===== config.mk =====
export PLATFORM = sky130hd
export DESIGN_NAME = tinyjambu_aead_engine_unit
export DESIGN_NICKNAME = d
export VERILOG_FILES = /design/src/rtl/core/tjae_pkg.sv /design/src/rtl/core/tjae_nlfsr.sv /design/src/rtl/core/tinyjambu_aead_engine_unit.sv
export VERILOG_INCLUDE_DIRS = /design/src /design/src/rtl/core
export SDC_FILE = /design/constraint.sdc
export NUM_CORES = 1
export LEC_CHECK = 0
export BUFFER_PORTS_ARGS = -buffer_cell sky130_fd_sc_hd__buf_4
export CAP_MARGIN = 20
export CORE_UTILIZATION = 64
export DETAILED_ROUTE_END_ITERATION = 16
export PLACE_DENSITY_LB_ADDON = 0.2
export SLEW_MARGIN = 25
export SYNTH_ARGS = -nofsm -noshare
export SYNTH_HDL_FRONTEND = slang
export SYNTH_SLANG_ARGS = --single-unit
export TNS_END_PERCENT = 100

===== constraint.sdc =====
create_clock -name clk_i -period 10.35 [get_ports clk_i]
set_input_delay 1.035 -clock clk_i [delete_from_list [all_inputs] [get_ports clk_i]]
set_output_delay 1.035 -clock clk_i [all_outputs]
set_load 0.05 [all_outputs]

===== src/rtl/core/tinyjambu_aead_engine_unit_assert.svh =====
// ----------------------------------------------------------------------------
// TinyJAMBU engine assertion macros
// Concurrent assertion wrappers clocked on clk_i, disabled while rst_ni is low.
// ----------------------------------------------------------------------------
`ifndef TINYJAMBU_AEAD_ENGINE_UNIT_ASSERT_SVH
`define TINYJAMBU_AEAD_ENGINE_UNIT_ASSERT_SVH

`ifndef ASSERT_OFF
// plain property check
`define TJAE_ASSERT(lbl, prop, msg) \
  lbl: assert property (@(posedge clk_i) disable iff (!rst_ni) (prop)) else $error(msg);
// antecedent implies consequent in the same cycle
`define TJAE_ASSERT_IMPL(lbl, ante, cons, msg) \
  lbl: assert property (@(posedge clk_i) disable iff (!rst_ni) (ante) |-> (cons)) \
    else $error(msg);
// antecedent implies consequent in the next cycle
`define TJAE_ASSERT_NEXT(lbl, ante, cons, msg) \
  lbl: assert property (@(posedge clk_i) disable iff (!rst_ni) (ante) |=> (cons)) \
    else $error(msg);
`else
`define TJAE_ASSERT(lbl, prop, msg)
`define TJAE_ASSERT_IMPL(lbl, ante, cons, msg)
`define TJAE_ASSERT_NEXT(lbl, ante, cons, msg)
`endif

`endif


===== src/rtl/core/tjae_pkg.sv =====
// ----------------------------------------------------------------------------
// TinyJAMBU engine package
// Shared constants, types and the 32-round word step of the keyed NLFSR.
// ----------------------------------------------------------------------------
package tjae_pkg;

  // Round counts of the scheme
  localparam int LONG_ROUNDS  = 1024;
  localparam int SHORT_ROUNDS = 384;

  // One word step (32 rounds) per cycle
  localparam int LONG_STEPS  = LONG_ROUNDS / 32;
  localparam int SHORT_STEPS = SHORT_ROUNDS / 32;
  localparam int MAX_STEPS   = (LONG_STEPS > SHORT_STEPS) ? LONG_STEPS : SHORT_STEPS;
  // at least two bits: the low two bits pick the key word
  localparam int CNT_W = ($clog2(MAX_STEPS + 1) < 2) ? 2 : $clog2(MAX_STEPS + 1);

  typedef logic [3:0][31:0] state_t;

  // Item actions
  typedef enum logic [2:0] {
    ACT_BEGIN = 3'd0,
    ACT_NONCE = 3'd1,
    ACT_ASSOC = 3'd2,
    ACT_ENC   = 3'd3,
    ACT_DEC   = 3'd4,
    ACT_FINAL = 3'd5
  } act_e;

  // Configuration register indexes
  typedef enum logic [2:0] {
    REG_KEY_LOW     = 3'd0,
    REG_KEY_HIGH    = 3'd1,
    REG_FRAME_NONCE = 3'd2,
    REG_FRAME_ASSOC = 3'd3,
    REG_FRAME_TEXT  = 3'd4,
    REG_FRAME_FINAL = 3'd5
  } cfg_reg_e;

  // Framing defaults
  localparam logic [7:0] FRAME_NONCE_RST = 8'd16;
  localparam logic [7:0] FRAME_ASSOC_RST = 8'd48;
  localparam logic [7:0] FRAME_TEXT_RST  = 8'd80;
  localparam logic [7:0] FRAME_FINAL_RST = 8'd112;

  // Datapath operations
  typedef enum logic [1:0] {
    DP_HOLD  = 2'd0,
    DP_CLEAR = 2'd1,
    DP_STEP  = 2'd2,
    DP_MIX   = 2'd3
  } dp_op_e;

  // Sequencer states
  typedef enum logic [2:0] {
    ST_IDLE = 3'd0,
    ST_RUN  = 3'd1,
    ST_FIN2 = 3'd2,
    ST_MIX  = 3'd3,
    ST_DONE = 3'd4
  } seq_state_e;

  // Control word from sequencer to NLFSR datapath
  typedef struct packed {
    dp_op_e      op;
    logic [31:0] mix1;
    logic [31:0] mix3;
    logic [31:0] key_word;
  } dp_ctl_t;

  // 32 rounds of the NLFSR with one key word
  function automatic state_t tjae_step(input state_t s, input logic [31:0] kw);
    logic [31:0] t1, t2, t3, t4, f;
    state_t      r;
    t1 = (s[1] >> 15) | (s[2] << 17);
    t2 = (s[2] >> 6)  | (s[3] << 26);
    t3 = (s[2] >> 21) | (s[3] << 11);
    t4 = (s[2] >> 27) | (s[3] << 5);
    f  = s[0] ^ t1 ^ ~(t2 & t3) ^ t4 ^ kw;
    r[0] = s[1];
    r[1] = s[2];
    r[2] = s[3];
    r[3] = f;
    return r;
  endfunction

endpackage


===== src/rtl/core/tjae_nlfsr.sv =====
// ----------------------------------------------------------------------------
// TinyJAMBU NLFSR datapath
// 128-bit state register with a shared 32-round step unit and xor mixing.
// ----------------------------------------------------------------------------
module tjae_nlfsr
  import tjae_pkg::*;
(
  input  logic        clk_i,
  input  logic        rst_ni,
  input  dp_ctl_t     ctl_i,
  output logic [31:0] s2_o
);

  state_t s_q, s_d;

  // next state per operation
  always_comb begin
    s_d = s_q;
    unique case (ctl_i.op)
      DP_HOLD:  s_d = s_q;
      DP_CLEAR: s_d = '0;
      DP_STEP:  s_d = tjae_step(s_q, ctl_i.key_word);
      DP_MIX: begin
        s_d[1] = s_q[1] ^ ctl_i.mix1;
        s_d[3] = s_q[3] ^ ctl_i.mix3;
      end
      default:  s_d = s_q;
    endcase
  end

  always_ff @(posedge clk_i or negedge rst_ni) begin
    if (!rst_ni) begin
      s_q <= '0;
    end else begin
      s_q <= s_d;
    end
  end

  assign s2_o = s_q[2];

endmodule


===== src/rtl/core/tinyjambu_aead_engine_unit.sv =====
// ----------------------------------------------------------------------------
// TinyJAMBU-128 AEAD engine
// States per word: begin runs RUN only; nonce/assoc words run RUN and MIX;
// encrypt/decrypt run RUN, MIX and DONE; finalize runs RUN, FIN2, RUN, MIX
// and DONE, which waits until the result register is free (32 rounds/cycle).
// One word in flight at a time; the step count of the NLFSR loop sets the rate.
// Reset clears the NLFSR state and key, and loads the default framing bits.
// ----------------------------------------------------------------------------
`include "tinyjambu_aead_engine_unit_assert.svh"

module tinyjambu_aead_engine_unit
  import tjae_pkg::*;
(
  input  logic        clk_i,
  input  logic        rst_ni,
  // configuration
  input  logic        cfg_we_i,
  input  logic [2:0]  cfg_idx_i,
  input  logic [63:0] cfg_data_i,
  // input words
  input  logic        in_valid_i,
  output logic        in_ready_o,
  input  logic [2:0]  action_i,
  input  logic [31:0] data_word_i,
  input  logic [2:0]  byte_count_i,
  input  logic [63:0] expected_tag_i,
  // result words
  output logic        out_valid_o,
  input  logic        out_ready_i,
  output logic [31:0] result_word_o,
  output logic [2:0]  result_bytes_o,
  output logic        is_tag_o,
  output logic [63:0] tag_value_o,
  output logic        tag_match_o
);

  // configuration registers
  logic [63:0] key_low_q, key_high_q;
  logic [7:0]  frame_nonce_q, frame_assoc_q, frame_text_q, frame_final_q;

  always_ff @(posedge clk_i or negedge rst_ni) begin
    if (!rst_ni) begin
      key_low_q     <= '0;
      key_high_q    <= '0;
      frame_nonce_q <= FRAME_NONCE_RST;
      frame_assoc_q <= FRAME_ASSOC_RST;
      frame_text_q  <= FRAME_TEXT_RST;
      frame_final_q <= FRAME_FINAL_RST;
    end else if (cfg_we_i) begin
      unique case (cfg_reg_e'(cfg_idx_i))
        REG_KEY_LOW:     key_low_q     <= cfg_data_i;
        REG_KEY_HIGH:    key_high_q    <= cfg_data_i;
        REG_FRAME_NONCE: frame_nonce_q <= cfg_data_i[7:0];
        REG_FRAME_ASSOC: frame_assoc_q <= cfg_data_i[7:0];
        REG_FRAME_TEXT:  frame_text_q  <= cfg_data_i[7:0];
        REG_FRAME_FINAL: frame_final_q <= cfg_data_i[7:0];
        default: ;
      endcase
    end
  end

  // sequencer and item registers
  seq_state_e  state_q, state_d;
  logic [CNT_W-1:0] cnt_q, cnt_d;
  logic        long_q, long_d;
  logic        phase_q, phase_d;
  act_e        action_q;
  logic [31:0] word_q;
  logic [2:0]  count_q;
  logic [63:0] expected_q;
  logic [31:0] res_q, res_d;
  logic [31:0] tag_lo_q, tag_lo_d, tag_hi_q, tag_hi_d;
  logic        load_item, load_out;
  logic        out_valid_q;
  logic [31:0] result_word_q;
  logic [2:0]  result_bytes_q;
  logic        is_tag_q, tag_match_q;
  logic [63:0] tag_value_q;

  dp_ctl_t     ctl;
  logic [31:0] s2;
  logic [31:0] key_sel;
  logic [31:0] mask;
  logic        partial;
  logic [31:0] res;
  logic        last_step;
  logic [2:0]  count_in;

  // key word j mod 4
  always_comb begin
    case (cnt_q[1:0])
      2'd0:    key_sel = key_low_q[31:0];
      2'd1:    key_sel = key_low_q[63:32];
      2'd2:    key_sel = key_high_q[31:0];
      default: key_sel = key_high_q[63:32];
    endcase
  end

  // byte count outside 1..4 means a full word
  assign count_in = (byte_count_i == 3'd0 || byte_count_i > 3'd4) ? 3'd4 : byte_count_i;

  // valid byte lanes
  always_comb begin
    case (count_q)
      3'd1:    mask = 32'h0000_00ff;
      3'd2:    mask = 32'h0000_ffff;
      3'd3:    mask = 32'h00ff_ffff;
      default: mask = 32'hffff_ffff;
    endcase
  end

  assign partial   = (count_q != 3'd4);
  assign res       = (s2 ^ word_q) & mask;
  assign last_step = long_q ? (cnt_q == CNT_W'(LONG_STEPS - 1))
                            : (cnt_q == CNT_W'(SHORT_STEPS - 1));
  assign in_ready_o = (state_q == ST_IDLE);

  // next state and datapath control
  always_comb begin
    state_d   = state_q;
    cnt_d     = cnt_q;
    long_d    = long_q;
    phase_d   = phase_q;
    res_d     = res_q;
    tag_lo_d  = tag_lo_q;
    tag_hi_d  = tag_hi_q;
    load_item = 1'b0;
    load_out  = 1'b0;
    ctl.op       = DP_HOLD;
    ctl.mix1     = '0;
    ctl.mix3     = '0;
    ctl.key_word = key_sel;
    unique case (state_q)
      ST_IDLE: begin
        if (in_valid_i) begin
          load_item = 1'b1;
          cnt_d     = '0;
          phase_d   = 1'b0;
          unique case (act_e'(action_i)) inside
            ACT_BEGIN: begin
              ctl.op  = DP_CLEAR;
              long_d  = 1'b1;
              state_d = ST_RUN;
            end
            ACT_NONCE: begin
              ctl.op   = DP_MIX;
              ctl.mix1 = {24'd0, frame_nonce_q};
              long_d   = 1'b0;
              state_d  = ST_RUN;
            end
            ACT_ASSOC: begin
              ctl.op   = DP_MIX;
              ctl.mix1 = {24'd0, frame_assoc_q};
              long_d   = 1'b0;
              state_d  = ST_RUN;
            end
            ACT_ENC, ACT_DEC: begin
              ctl.op   = DP_MIX;
              ctl.mix1 = {24'd0, frame_text_q};
              long_d   = 1'b1;
              state_d  = ST_RUN;
            end
            ACT_FINAL: begin
              ctl.op   = DP_MIX;
              ctl.mix1 = {24'd0, frame_final_q};
              long_d   = 1'b1;
              state_d  = ST_RUN;
            end
            default: state_d = ST_IDLE;
          endcase
        end
      end
      ST_RUN: begin
        ctl.op = DP_STEP;
        cnt_d  = cnt_q + CNT_W'(1);
        if (last_step) begin
          cnt_d = '0;
          if (action_q == ACT_BEGIN) begin
            state_d = ST_IDLE;
          end else if (action_q == ACT_FINAL && !phase_q) begin
            state_d = ST_FIN2;
          end else begin
            state_d = ST_MIX;
          end
        end
      end
      ST_FIN2: begin
        // first tag word, then frame again for the short run
        tag_lo_d = s2;
        ctl.op   = DP_MIX;
        ctl.mix1 = {24'd0, frame_final_q};
        phase_d  = 1'b1;
        long_d   = 1'b0;
        state_d  = ST_RUN;
      end
      ST_MIX: begin
        state_d = ST_IDLE;
        case (action_q) inside
          ACT_NONCE: begin
            ctl.op   = DP_MIX;
            ctl.mix3 = word_q;
          end
          ACT_ASSOC: begin
            ctl.op   = DP_MIX;
            ctl.mix3 = word_q & mask;
            ctl.mix1 = partial ? {29'd0, count_q} : 32'd0;
          end
          ACT_ENC, ACT_DEC: begin
            ctl.op   = DP_MIX;
            res_d    = res;
            ctl.mix3 = (action_q == ACT_ENC) ? (word_q & mask) : res;
            ctl.mix1 = partial ? {29'd0, count_q} : 32'd0;
            state_d  = ST_DONE;
          end
          ACT_FINAL: begin
            tag_hi_d = s2;
            state_d  = ST_DONE;
          end
          default: state_d = ST_IDLE;
        endcase
      end
      ST_DONE: begin
        if (!out_valid_q || out_ready_i) begin
          load_out = 1'b1;
          state_d  = ST_IDLE;
        end
      end
      default: state_d = ST_IDLE;
    endcase
  end

  // control registers
  always_ff @(posedge clk_i or negedge rst_ni) begin
    if (!rst_ni) begin
      state_q     <= ST_IDLE;
      cnt_q       <= '0;
      long_q      <= 1'b0;
      phase_q     <= 1'b0;
      out_valid_q <= 1'b0;
    end else begin
      state_q <= state_d;
      cnt_q   <= cnt_d;
      long_q  <= long_d;
      phase_q <= phase_d;
      if (load_out) begin
        out_valid_q <= 1'b1;
      end else if (out_ready_i) begin
        out_valid_q <= 1'b0;
      end
    end
  end

  // item and result payload
  always_ff @(posedge clk_i) begin
    if (load_item) begin
      action_q   <= act_e'(action_i);
      word_q     <= data_word_i;
      count_q    <= count_in;
      expected_q <= expected_tag_i;
    end
    res_q    <= res_d;
    tag_lo_q <= tag_lo_d;
    tag_hi_q <= tag_hi_d;
    if (load_out) begin
      if (action_q == ACT_FINAL) begin
        result_word_q  <= '0;
        result_bytes_q <= '0;
        is_tag_q       <= 1'b1;
        tag_value_q    <= {tag_hi_q, tag_lo_q};
        tag_match_q    <= ({tag_hi_q, tag_lo_q} == expected_q);
      end else begin
        result_word_q  <= res_q;
        result_bytes_q <= count_q;
        is_tag_q       <= 1'b0;
        tag_value_q    <= '0;
        tag_match_q    <= 1'b0;
      end
    end
  end

  tjae_nlfsr u_nlfsr (
    .clk_i  (clk_i),
    .rst_ni (rst_ni),
    .ctl_i  (ctl),
    .s2_o   (s2)
  );

  assign out_valid_o    = out_valid_q;
  assign result_word_o  = result_word_q;
  assign result_bytes_o = result_bytes_q;
  assign is_tag_o       = is_tag_q;
  assign tag_value_o    = tag_value_q;
  assign tag_match_o    = tag_match_q;

  // step counter never passes the run length
  `TJAE_ASSERT_IMPL(a_cnt_range, state_q == ST_RUN,
    cnt_q < (long_q ? CNT_W'(LONG_STEPS) : CNT_W'(SHORT_STEPS)), "step counter overrun")
  // an accepted word starts the round loop unless the action is unused
  `TJAE_ASSERT_NEXT(a_start_run, in_valid_i && in_ready_o && action_i <= 3'd5,
    state_q == ST_RUN, "accepted word did not start the round loop")
  // tag results carry no message bytes
  `TJAE_ASSERT_IMPL(a_tag_clean, out_valid_o && is_tag_o,
    result_bytes_o == 3'd0 && result_word_o == 32'd0, "tag result carries data")
  // message results carry no tag
  `TJAE_ASSERT_IMPL(a_msg_clean, out_valid_o && !is_tag_o,
    tag_value_o == 64'd0 && !tag_match_o && result_bytes_o != 3'd0, "message result carries tag")

endmodule


==> impl_metrics.json <==
{
  "synth_edf_count": 299,
  "seqPwrFrac_pct": 42.0,
  "crit_required_ns": 10.86,
  "cp_num_buf_inv": 1,
  "track_usage_pct": 31.9,
  "crit_path_max_incr_delay_ns": 0.92,
  "synthDistinctLibCells": 65,
  "grt_overflow": 0,
  "via_count": 17345,
  "drt_iter0_drc": 1719,
  "path_class": "flop to flop",
  "worstPathMaxFanout": 32,
  "cp.arrival_ns": 4.17,
  "hold_viol": 0,
  "path_depth": 6,
  "first_pass_iters": 6,
  "postSynthAreaPerCell_sq_um": 13.1,
  "routed_via_density": 6.13,
  "total_leakage_power_nw": 12.7,
  "cts_tree": "yes",
  "reg2reg_depth": 6,
  "pwr-share-comb_pct": 33.7,
  "die_x_um": 205,
  "maxCapViolCount": 0,
  "clkSlewWorstSetupHoldPaths_ns": 0.06,
  "worst_setup_path_start_kind": "flop",
  "dp_slack_ns": 6.30,
  "route.final.wire_length_um": 65600,
  "cts_made_buffers": 58,
  "slew_headroom_pct": 31.2,
  "timing.hold.ws_ns": 0.466,
  "max_freq_ghz": 0.273,
  "finalClockSkew_ns": 0.0198,
  "timing.final.max_slew_violations": 0,
  "finalSetupTns_ns": 0,
  "drc": 0,
  "switching_share_pct": 36.7,
  "fin_area_sq_um": 30800,
  "drive_gt1_share_pct": 25.8,
  "cts_htree_levels": 2,
  "die_area_sq_um": 41900,
  "io-pin-count": 277,
  "post_cts_buffers": 0,
  "grt_pass1_vias": 17112,
  "placed_cell_area_sq_um": 28800,
  "fillers": 2429,
  "intPower_mw": 5.50,
  "antenna_found_initial": 2,
  "row_count": 73,
  "hold_path_class": "primary input to asynchronous set/reset pin",
  "synth-main-ff-cell": "edfxtp_1",
  "hold_buffers": 0,
  "die_h_um": 205,
  "min_period_over_period_pct": 35.4,
  "ant_nets": 0,
  "endpoint_kind": "flop",
  "synth_seq_area_share_pct": 62.7,
  "crit_chain": "nor3_4 > o311ai_2 > a21oi_1 > ha_1 > clkinv_1 > o221ai_1",
  "area_delta_synth_final_pct": 17.1,
  "root_buffer": "clkbuf_16",
  "p_total_mw": 8.70,
  "min_period_ns": 3.67,
  "synthCells": 2012,
  "switchingPower_mw": 3.20,
  "worstSkewPairLatency_ns": 0.63,
  "cts_resized": 0,
  "p_per_area_nw_per_um2": 283,
  "async_reset_ff_share_pct": 50.1,
  "initial_core_util_pct": 65.6,
  "syn-cell-area_sq_um": 26300,
  "yosys_warnings": 0,
  "grt_max_degree": 190,
  "clock_power_share_pct": 24.3,
  "wire_per_inst_um": 23.2,
  "gp_congestion": 0.884,
  "cts_buffer_depth": 3,
  "finalSetupViolations": 0,
  "status": "complete, no violations",
  "fin_ws_ns": 6.68,
  "mostFrequentLayoutCell": "edfxtp_1",
  "syn_nets": 2193,
  "clock_sinks": 599,
  "io_buffers": 276,
  "synth-seq-cells": 599,
  "grt_pass1_wl_um": 99900,
  "grt_setup_unrepaired": "false",
  "ir_drop_mv": 0.279,
  "worst_slew_pin_slew_ns": 1.03,
  "num-nets-final": 2435,
  "core_area_sq_um": 40100,
  "slowest_stage": "clkinv_1",
  "post-dp-hpwl_um": 44300,
  "layout_common_cells": "299 x edfxtp_1, 292 x dfrtp_1, 292 x buf_4",
  "cp_top_family": "compound AO/OA/AOI/OAI gates"
}
[cells by family (layout without fill, tap and decap cells)]
logic type,count (synthesis),count (layout),share of synthesized area (%)
compound gates,329,329,8.43
xor+xnor,203,203,8.02
fa+ha+maj,7,7,0.333
buf+inv,128,418,2.02
flops,599,599,62.7
mux,200,200,8.41
other cells,0,1,0
simple gates,546,546,10.0
[per-stage QoR]
step	std cells	utilization (%)
5_1_grt	2827	76.7
3_3_place_gp	2716	71.7
2_1_floorplan	2012	-
3_5_place_dp	2717	71.8
6_report	2828	76.7
4_1_cts	2825	76.6
[cell usage after synthesis, types with 5 or more instances]
cell type    n  area share, %
nor2_1      70            1.0
nor2b_1     14           0.33
a21o_1       9           0.26
o221ai_1     8           0.27
a21oi_1     19           0.36
xnor2_1     84            2.8
a211oi_1     8           0.23
o21bai_1     6           0.17
nor3_1       6           0.11
inv_1       13           0.19
or3_1        9           0.21
nand4_1     13           0.31
xnor3_1     24            2.1
mux2i_1     33            1.3
ha_1         7           0.33
o21ai_1     12           0.23
a22oi_1     23           0.66
a32oi_1     17           0.57
clkbuf_1    84            1.2
nand3_1     10           0.19
buf_2       25           0.48
o21ai_0    140            2.7
a222oi_1    32            1.2
nand2b_1     5           0.12
dfstp_2      8           0.80
nor4_1       9           0.21
a2bb2oi_1   25           0.83
edfxtp_1   299             34
nor4bb_1     6           0.23
o31ai_1      8           0.23
dfrtp_1    292             28
a31oi_1      5           0.12
xor2_1      95            3.2
and2_1     107            2.5
mux2_2     167            7.2
nand2_1    271            3.9
[layer usage]
layer	track usage, %	wire length (um)	vias up
met1	44.5	26400	8679
met3	4.55	5210	102
li1	-	-	7712
met4	11.6	1950	0
met2	51.6	32100	852
met5	0	0	-
[sequential cells by signal, indices dropped and copies added (netlist names), 3 cells and up]
register and count:
action_q 3, cnt_q 6, count_q 3, expected_q 64, frame_assoc_q 8, frame_final_q 8
frame_nonce_q 8, frame_text_q 8, key_high_q 64, key_low_q 64, res_q 32, result_bytes_o 3
result_word_o 32, state_q 3, tag_hi_q 32, tag_lo_q 32, tag_value_o 64, u_nlfsr.s2_o 32
u_nlfsr.s_q 96, word_q 32
[worst paths after layout]
check | start | to | slack, ns
worst max register to register | state_q[0]$_DFFE_PN0P_ | u_nlfsr.s_q[116]$_DFFE_PN0P_ | 6.68
min in group clk_i | phase_q$_DFFE_PN0P_ | phase_q$_DFFE_PN0P_ | 0.48
worst min register to register | phase_q$_DFFE_PN0P_ | phase_q$_DFFE_PN0P_ | 0.48
max in group asynchronous | rst_ni | u_nlfsr.s_q[61]$_DFFE_PN0P_ | 8.41
worst max-delay path | state_q[0]$_DFFE_PN0P_ | u_nlfsr.s_q[116]$_DFFE_PN0P_ | 6.68
worst min-delay path | rst_ni | key_low_q[37]$_DFFE_PN0P_ | 0.47
[cell type report]
class | count | area [sq um] | area share (%)
clock inverters | 31 | 290 | 0.943
well taps | 525 | 657 | 2.13
flip-flops and latches | 599 | 16500 | 53.6
diodes | 1 | 2.50 | 0.00813
multi-input cells | 1285 | 9340 | 30.4
inverters | 13 | 51.3 | 0.167
repair buffers | 297 | 2310 | 7.51
clock buffers | 77 | 1630 | 5.28
[power by group through the flow]
stage | logic (mW) | clock network [mW] | registers, mW
global placement | 2.77 | 0 | 3.65
detailed placement | 2.89 | 0 | 3.67
finish | 2.93 | 2.12 | 3.65
floorplan | 2.11 | 0 | 3.57
CTS | 2.91 | 2.14 | 3.63
global route | 3.20 | 2.23 | 3.69
(Power assumes the default switching activity.)
